### src/design/tdrle_pkg.sv
`default_nettype none
// ----------------------------------------------------------------------------
// tdrle_pkg
// Types and constants shared by the timestamp delta run-length encoder.
// ----------------------------------------------------------------------------
package tdrle_pkg;

  localparam int unsigned COUNT_BITS = 32;
  localparam logic [COUNT_BITS-1:0] COUNT_MAX = '1;

  // One incoming sample item.
  typedef struct packed {
    logic [31:0] timestamp;
    logic        first_sample;
    logic        last_sample;
  } sample_t;

  // One time-to-sample table entry.
  typedef struct packed {
    logic [COUNT_BITS-1:0] run_count;
    logic [31:0]           run_duration;
    logic                  final_entry;
  } entry_t;

endpackage : tdrle_pkg
`default_nettype wire

### src/design/timestamp_delta_run_length_encoder.sv
`default_nettype none
// ----------------------------------------------------------------------------
// timestamp_delta_run_length_encoder
// Turns a stream of presentation timestamps into (count, duration) runs of
// equal consecutive deltas, as in an MP4 time-to-sample table.
// ----------------------------------------------------------------------------
//
//  channel  | signals                          | direction | item
//  ---------+----------------------------------+-----------+------------------
//  sample   | sample, sample_valid, sample_stall | in      | timestamp + flags
//  entry    | entry, entry_valid, entry_stall  | out       | one table entry
//
// Cycles: the delta, compare and run update happen in the cycle a sample is
// accepted; its 0, 1 or 2 entries are registered into a four-deep entry
// queue behind any older ones. One sample per cycle is taken while the queue
// has two free slots, one entry leaves per cycle while entry_stall is low.
// Reset (rst, synchronous, active high) clears run state and empties the queue.
// sample_stall depends only on queue fill, never on entry_stall directly.
//
module timestamp_delta_run_length_encoder
  import tdrle_pkg::*;
#(
  parameter int unsigned TIME_BITS = 32
) (
  input  wire logic    clk,
  input  wire logic    rst,
  input  wire sample_t sample,
  input  wire logic    sample_valid,
  output logic         sample_stall,
  output entry_t       entry,
  output logic         entry_valid,
  input  wire logic    entry_stall
);

  // bits of the timestamp / duration that fit in 32
  localparam int unsigned NARROW_BITS = (TIME_BITS < 32) ? TIME_BITS : 32;

  localparam int unsigned QUEUE_DEPTH = 4;
  localparam int unsigned PTR_BITS    = $clog2(QUEUE_DEPTH);
  localparam int unsigned FILL_BITS   = $clog2(QUEUE_DEPTH + 1);
  localparam logic [FILL_BITS-1:0] FILL_LIMIT = FILL_BITS'(QUEUE_DEPTH - 2);

  // run state
  logic [TIME_BITS-1:0]  previous_timestamp;
  logic [TIME_BITS-1:0]  open_duration;
  logic [COUNT_BITS-1:0] open_count;
  logic                  have_previous;
  logic                  have_open_run;

  // entry queue
  entry_t               queue [QUEUE_DEPTH];
  logic [PTR_BITS-1:0]  head;
  logic [PTR_BITS-1:0]  tail;
  logic [FILL_BITS-1:0] fill;

  logic                  sample_take;
  logic                  entry_take;
  logic [TIME_BITS-1:0]  ts;
  logic [TIME_BITS-1:0]  delta;
  logic                  seg_start;
  logic                  run_match;
  logic [COUNT_BITS-1:0] run_count_next;
  logic [TIME_BITS-1:0]  run_duration_next;
  logic                  close_push;
  logic                  final_push;
  entry_t                close_entry;
  entry_t                final_entry_w;
  logic [FILL_BITS-1:0]  push_count;

  assign sample_take = sample_valid && !sample_stall;
  assign entry_take  = entry_valid && !entry_stall;

  assign sample_stall = (fill > FILL_LIMIT);
  assign entry_valid  = (fill != '0);
  assign entry        = queue[head];

  // only the low TIME_BITS of the timestamp count
  assign ts    = TIME_BITS'(sample.timestamp[NARROW_BITS-1:0]);
  assign delta = ts - previous_timestamp;

  // a sample without a predecessor opens a segment whatever its flag says
  assign seg_start = sample.first_sample || !have_previous;
  assign run_match = have_open_run && (delta == open_duration);

  always_comb begin
    if (run_match) begin
      run_count_next    = (open_count == COUNT_MAX) ? open_count : open_count + 1'b1;
      run_duration_next = open_duration;
    end else begin
      run_count_next    = COUNT_BITS'(1);
      run_duration_next = delta;
    end
  end

  // delta changed: the old run closes
  assign close_push = !seg_start && have_open_run && !run_match;
  // last sample: flush whatever run is open after this one
  assign final_push = !seg_start && sample.last_sample;

  assign close_entry.run_count    = open_count;
  assign close_entry.run_duration = 32'(open_duration[NARROW_BITS-1:0]);
  assign close_entry.final_entry  = 1'b0;

  assign final_entry_w.run_count    = run_count_next;
  assign final_entry_w.run_duration = 32'(run_duration_next[NARROW_BITS-1:0]);
  assign final_entry_w.final_entry  = 1'b1;

  assign push_count = sample_take
                    ? (FILL_BITS'(close_push) + FILL_BITS'(final_push)) : '0;

  always_ff @(posedge clk) begin
    if (rst) begin
      previous_timestamp <= '0;
      open_duration      <= '0;
      open_count         <= '0;
      have_previous      <= 1'b0;
      have_open_run      <= 1'b0;
    end else if (sample_take) begin
      previous_timestamp <= ts;
      if (seg_start) begin
        have_previous <= !sample.last_sample;
        have_open_run <= 1'b0;
        open_count    <= '0;
        open_duration <= '0;
      end else if (sample.last_sample) begin
        have_previous <= 1'b0;
        have_open_run <= 1'b0;
        open_count    <= '0;
        open_duration <= '0;
      end else begin
        have_open_run <= 1'b1;
        open_count    <= run_count_next;
        open_duration <= run_duration_next;
      end
    end
  end

  // queue payload: no reset needed
  always_ff @(posedge clk) begin
    if (sample_take) begin
      if (close_push) begin
        queue[tail] <= close_entry;
        if (final_push) begin
          queue[tail + 1'b1] <= final_entry_w;
        end
      end else if (final_push) begin
        queue[tail] <= final_entry_w;
      end
    end
  end

  always_ff @(posedge clk) begin
    if (rst) begin
      head <= '0;
      tail <= '0;
      fill <= '0;
    end else begin
      tail <= tail + PTR_BITS'(push_count);
      if (entry_take) begin
        head <= head + 1'b1;
      end
      fill <= fill + push_count - FILL_BITS'(entry_take);
    end
  end

  // ------------------------------------------------------------------------
  // checks
  // ------------------------------------------------------------------------
  a_fill_bound : assert property (@(posedge clk) disable iff (rst)
    fill <= FILL_BITS'(QUEUE_DEPTH))
    else $error("entry queue overfilled");

  a_start_no_entry : assert property (@(posedge clk) disable iff (rst)
    (sample_take && seg_start) |=> (fill == $past(fill) - FILL_BITS'($past(entry_take))))
    else $error("segment start produced an entry");

  a_last_ends_segment : assert property (@(posedge clk) disable iff (rst)
    (sample_take && sample.last_sample) |=> (!have_previous && !have_open_run))
    else $error("segment still open after last sample");

  a_final_pushes : assert property (@(posedge clk) disable iff (rst)
    (sample_take && !seg_start && sample.last_sample) |=> entry_valid)
    else $error("final run not queued");

endmodule : timestamp_delta_run_length_encoder
`default_nettype wire

### config.mk
export PLATFORM = sky130hd
export DESIGN_NAME = timestamp_delta_run_length_encoder
export DESIGN_NICKNAME = d
export VERILOG_FILES = /design/src/design/tdrle_pkg.sv /design/src/design/timestamp_delta_run_length_encoder.sv
export SDC_FILE = /design/constraint.sdc
export NUM_CORES = 1
export LEC_CHECK = 0
export BUFFER_PORTS_ARGS = -buffer_cell sky130_fd_sc_hd__buf_2
export CAP_MARGIN = 20
export CORE_ASPECT_RATIO = 0.7
export CORE_UTILIZATION = 32
export DETAILED_ROUTE_END_ITERATION = 16
export REMOVE_ABC_BUFFERS = 1
export SYNTH_ARGS = -nofsm -noshare
export SYNTH_HDL_FRONTEND = slang
export SYNTH_SLANG_ARGS = --single-unit
export TNS_END_PERCENT = 5
### constraint.sdc
create_clock -name clk -period 7.3 [get_ports clk]
set_input_delay 0.73 -clock clk [delete_from_list [all_inputs] [get_ports clk]]
set_output_delay 0.73 -clock clk [all_outputs]
set_load 0.05 [all_outputs]
==> results.md <==
Status:
- The run finished with clean final reports.

Critical path:
- The signal on the critical path passes through inv_1 > ha_1 > nor2b_1 > o2111ai_1 > a21boi_1 > o31ai_2 > a21oi_1 > xnor2_1 > xnor2_1 > o41ai_4 > buf_4 > nor3b_1 > ha_1 > nand2_1 > nor2_1 > a21oi_1 > or2_2 > o21ai_0.
- On the worst path, the slowest cell contributes a delay of 0.83 ns.
- The required time of the worst setup path is 7.68 ns.
- The classification of the worst setup path is reg -> reg.
- Of all nets on the critical path, the largest fanout is 12.
- The arrival time of the worst setup path is ~6.6 ns.
- The type of destination of the critical path is a flop.
- The worst setup path is launched from a flop.
- The setup check on the worst reg-to-reg path leaves a slack of between 1 and 1.5 ns.
- The slowest library cell on the worst path is nor2_1.

Synthesis:
- Of the total synthesized cell area, the portion taken by XOR and XNOR cells is 4.26%.
- The synthesis warning total is 0.
- The sequential cell area fraction in the yosys report is 48.0%.
- The most instantiated flip-flop cell in the synthesis netlist is edfxtp_1.
- The number of unique standard cell types used by synthesis is just under 90.
- By area, the combinational part of the netlist is dominated by compound AO/OA/AOI/OAI gates.
- After Yosys synthesis, full adders, half adders and majority gates account for 2.50% of the synthesized area.
- In the synthesized netlist, mux cells make up 7.34% of the area.
- The post-synthesis instance total is 1961.
- The synthesized design contains 256 enable-type register cells.
- After synthesis the netlist holds a flip-flop and latch count of 367.
- The proportion of register bits with asynchronous set or reset after synthesis is 0%.
- The share of the synthesized area in compound gates (AO/OA/AOI/OAI) is between 10% and 20%.
- In this run the cell area of the synthesized design comes to 20700 um2.
- After synthesis, the mean cell area works out to 10.5 um2.
- The simple-gate share of the synthesized area is 13.9%.

Global routing:
- Entering global routing, the biggest net connects 67 pins.
- In the global route stage, overall resource usage came out at about a fifth.
- The first global-routing pass estimated 101 mm of wire.
- The initial antenna violation count is 3.
- The final global-route overflow total is 0.
- The number of global-route vias before repair is around 16000.

Floorplanning:
- The region available for standard cell placement spans around 63000 um2.
- After floorplanning, the core was divided into 77 placement rows.
- The die covers 65600 um2.
- Once the floorplan was initialized, standard cells occupied about a third of the core.
- During I/O placement, the number of pins put on the boundary was 105.
- Measured along the y axis, the die boundary spans between 200 and 250 um.
- The die is 306 um wide.

Routing:
- The detailed-route vias per instance is approximately 5.9.
- The detail route stage leaves a number of antenna-violating nets equal to 0.
- The number of design rule violations left after detail routing is 0.
- The total iterations of the first detailed-routing run is 6.
- The per-cell routed wire length is 23.6 um.
- The final routed wirelength across all metal layers is approximately 67 mm.
- The detailed-route via count is 16700.
- The detailed router finished its first iteration with between 2000 and 2500 violations.

STA:
- Hold is met by 0.400 ns.
- Between clock sinks in the finished design, the worst skew comes to 0.0251 ns.
- The fmax is about 0.16 GHz.
- The count of final setup violators is 0.
- The number of failing hold endpoints at the final stage is 0.
- The shortest period the worst path allows is about 6.2 ns.
- Measured against its own limit, the worst slew margin works out to 30.5%.
- Of the available clock period, the critical path in the final layout requires 84.7%.
- The post-route setup TNS is 0 ns.
- Setup repair after global routing left no endpoint under its margin.
- For the pin with the worst max-slew slack, the measured transition is 1.04 ns.
- The final max-slew violation count is 0.

Finish:
- The finished layout holds between 2000 and 3000 standard cells, fillers aside.
- The area occupied by multi-input gates is 9950 um2.
- The post-route netlist has 15.4% of its cells at a drive strength greater than 1.
- The number of nets in the layout is 2058.
- The synthesis-to-finish area growth is 12.9%.
- The final-layout fill cell count is about 6100.
- The area occupied by registers is between 9000 and 10000 um2.

Place:
- Summed over all nets, the half-perimeter wirelength after detailed placement is 43.6 mm.
- The congestion estimate from routability-driven global placement came to between 0.9 and 1.
- In this run, placement finished with an instance count of 2765.
- During placement, the flow inserted port buffers numbering 104.

CTS:
- The number of buffers on the longest clock path is 3.
- Clock-pin slew was measured on the worst setup and hold paths at roughly 0.060 ns.
- After clock tree synthesis, the flow added hold-fix buffers numbering 0.
- TritonCTS created 42 clock buffers.
- Clock latency on the worst-skew pair, taken at its later pin, is 0.58 ns.
- The H-tree was split into 2 levels.
- Post-CTS repair changed the size of 0 cells.
- In this run the post-CTS setup repair buffer count came out at 0.
- The clock tree from TritonCTS is built.
- Clock tree synthesis found a total of 367 sinks.
- The tree is rooted in a clkbuf_16.

Pwr:
- The clock share of power is between 30% and 40%.
- IR analysis of the VDD net gives a maximum drop of between 0.1 and 0.15 mV.
- The power density over the cells is 305 nW/um2.
- Of the total power, the share spent switching nets is 39.8%.
- The reported net switching power is 2.83 mW.
- The share of power burned in combinational logic is 36.5%.
- In this run, flip-flops and latches consume 33.3% of the power.
- In this run the static leakage power is 7.93 nW.
- Cell internal power was estimated by the tool at roughly 4.3 mW.

Job:
- The max-cap violation count is 0.

Worst hold path:
- The type of the worst min-delay path is in -> reg.
[critical path, delay by kind of cell (launching register included)]
family                   cells  cell delay (ns)
AO/OA/AOI/OAI                7             2.22
adder cells (fa/ha/maj)      2             0.47
AND/OR/NAND/NOR              5             1.88
XOR/XNOR                     2             0.78
flip-flops                   1             0.37
buffers and inverters        2             0.26
[cell usage after synthesis (all sizes together), types with 31 or more instances]
library cell  instances  area, um2
nor3                 31        170
a22o                146       1280
nor2                153        574
nand3                40        200
o21ai               120        619
ha                   38        475
edfxtp              256       7690
buf                  64        320
a22oi                50        375
inv                  52        195
xnor2                46        403
a21oi               103        523
nand2               233        887
clkbuf              102        383
dfxtp               111       2220
mux4                 65       1460
[layout make-up]
cell class,instances,share of cell area (%)
flip-flops and latches,367,42.5
well taps,829,4.45
multi-input cells,1376,42.7
repair buffers,141,3.59
clock inverters,23,1.03
diodes,2,0.0215
inverters,52,0.837
clock buffers,55,4.89
[sequential cells by signal, indices dropped and copies added (netlist names), named ones only]
register / count
fill: 3
have_open_run: 1
have_previous: 1
head: 2
open_count: 32
open_duration: 32
previous_timestamp: 32
queue: 260
tail: 2
[logic make-up (layout without fill, tap and decap cells)]
family / count (synthesis) / after routing
multiplexers: 70 / 70
adder cells (fa/ha/maj): 40 / 40
AO/OA/AOI/OAI: 575 / 575
flip-flops: 367 / 367
other: 0 / 2
buffers and inverters: 218 / 271
AND/OR/NAND/NOR: 610 / 610
XOR/XNOR: 81 / 81
[final timing paths]
path                                  to  cells after the start                  start
hold / removal    previous_timestamp[17]                      3             sample[19]
hold reg to reg    previous_timestamp[9]                      2  previous_timestamp[9]
setup reg to reg            queue[0][44]                     18  previous_timestamp[1]
setup / recovery            queue[0][44]                     18  previous_timestamp[1]
[layer usage]
| metal | vias to the layer above | track usage [%] | wire length (um) |
|---|---|---|---|
| met5 | - | 0 | 0 |
| met4 | 0 | 5.39 | 1310 |
| met3 | 94 | 4.77 | 7060 |
| met2 | 861 | 29.8 | 29000 |
| met1 | 8301 | 29.1 | 29700 |
| li1 | 7470 | - | - |
[power groups by stage]
stage | Clock, mW | Combinational, mW | Sequential [mW]
floorplan | 0 | 1.87 | 2.41
global placement | 0 | 2.58 | 2.42
detailed placement | 0 | 2.59 | 2.42
CTS | 2.18 | 2.60 | 2.38
global route | 2.25 | 2.73 | 2.39
finish | 2.15 | 2.60 | 2.37
[cells in the final DEF, fill, tap and decap left out, drive strengths merged, types with 10 or more instances in the layout]
cell type	count
nor2b	13
clkbuf	55
nand2	233
a22o	146
or2	10
nor2	153
clkinv	15
a22oi	50
xnor2	46
a21o	22
nand2b	18
inv	54
dfxtp	111
o21bai	12
buf	141
nand4	25
or3	10
nand3	40
o21ai	120
ha	38
a211oi	11
a21oi	103
mux4	65
nor3	31
xor2	23
and2	15
o21a	13
nor4	16
o22ai	10
edfxtp	256
o31ai	16
[metrics by stage]
stage	total power [mW]	util, %	instance area [um2]	setup WS, ns
3_5_place_dp	5.01	34.6	21900	0.683
4_1_cts	7.16	36.7	23300	1.21
2_1_floorplan	4.29	-	20000	-1.66
3_3_place_gp	5.00	34.6	21900	0.843
5_1_grt	7.38	36.7	23300	0.709
6_report	7.12	36.7	23300	1.12
No activity file was read; power rests on OpenSTA's default activity.
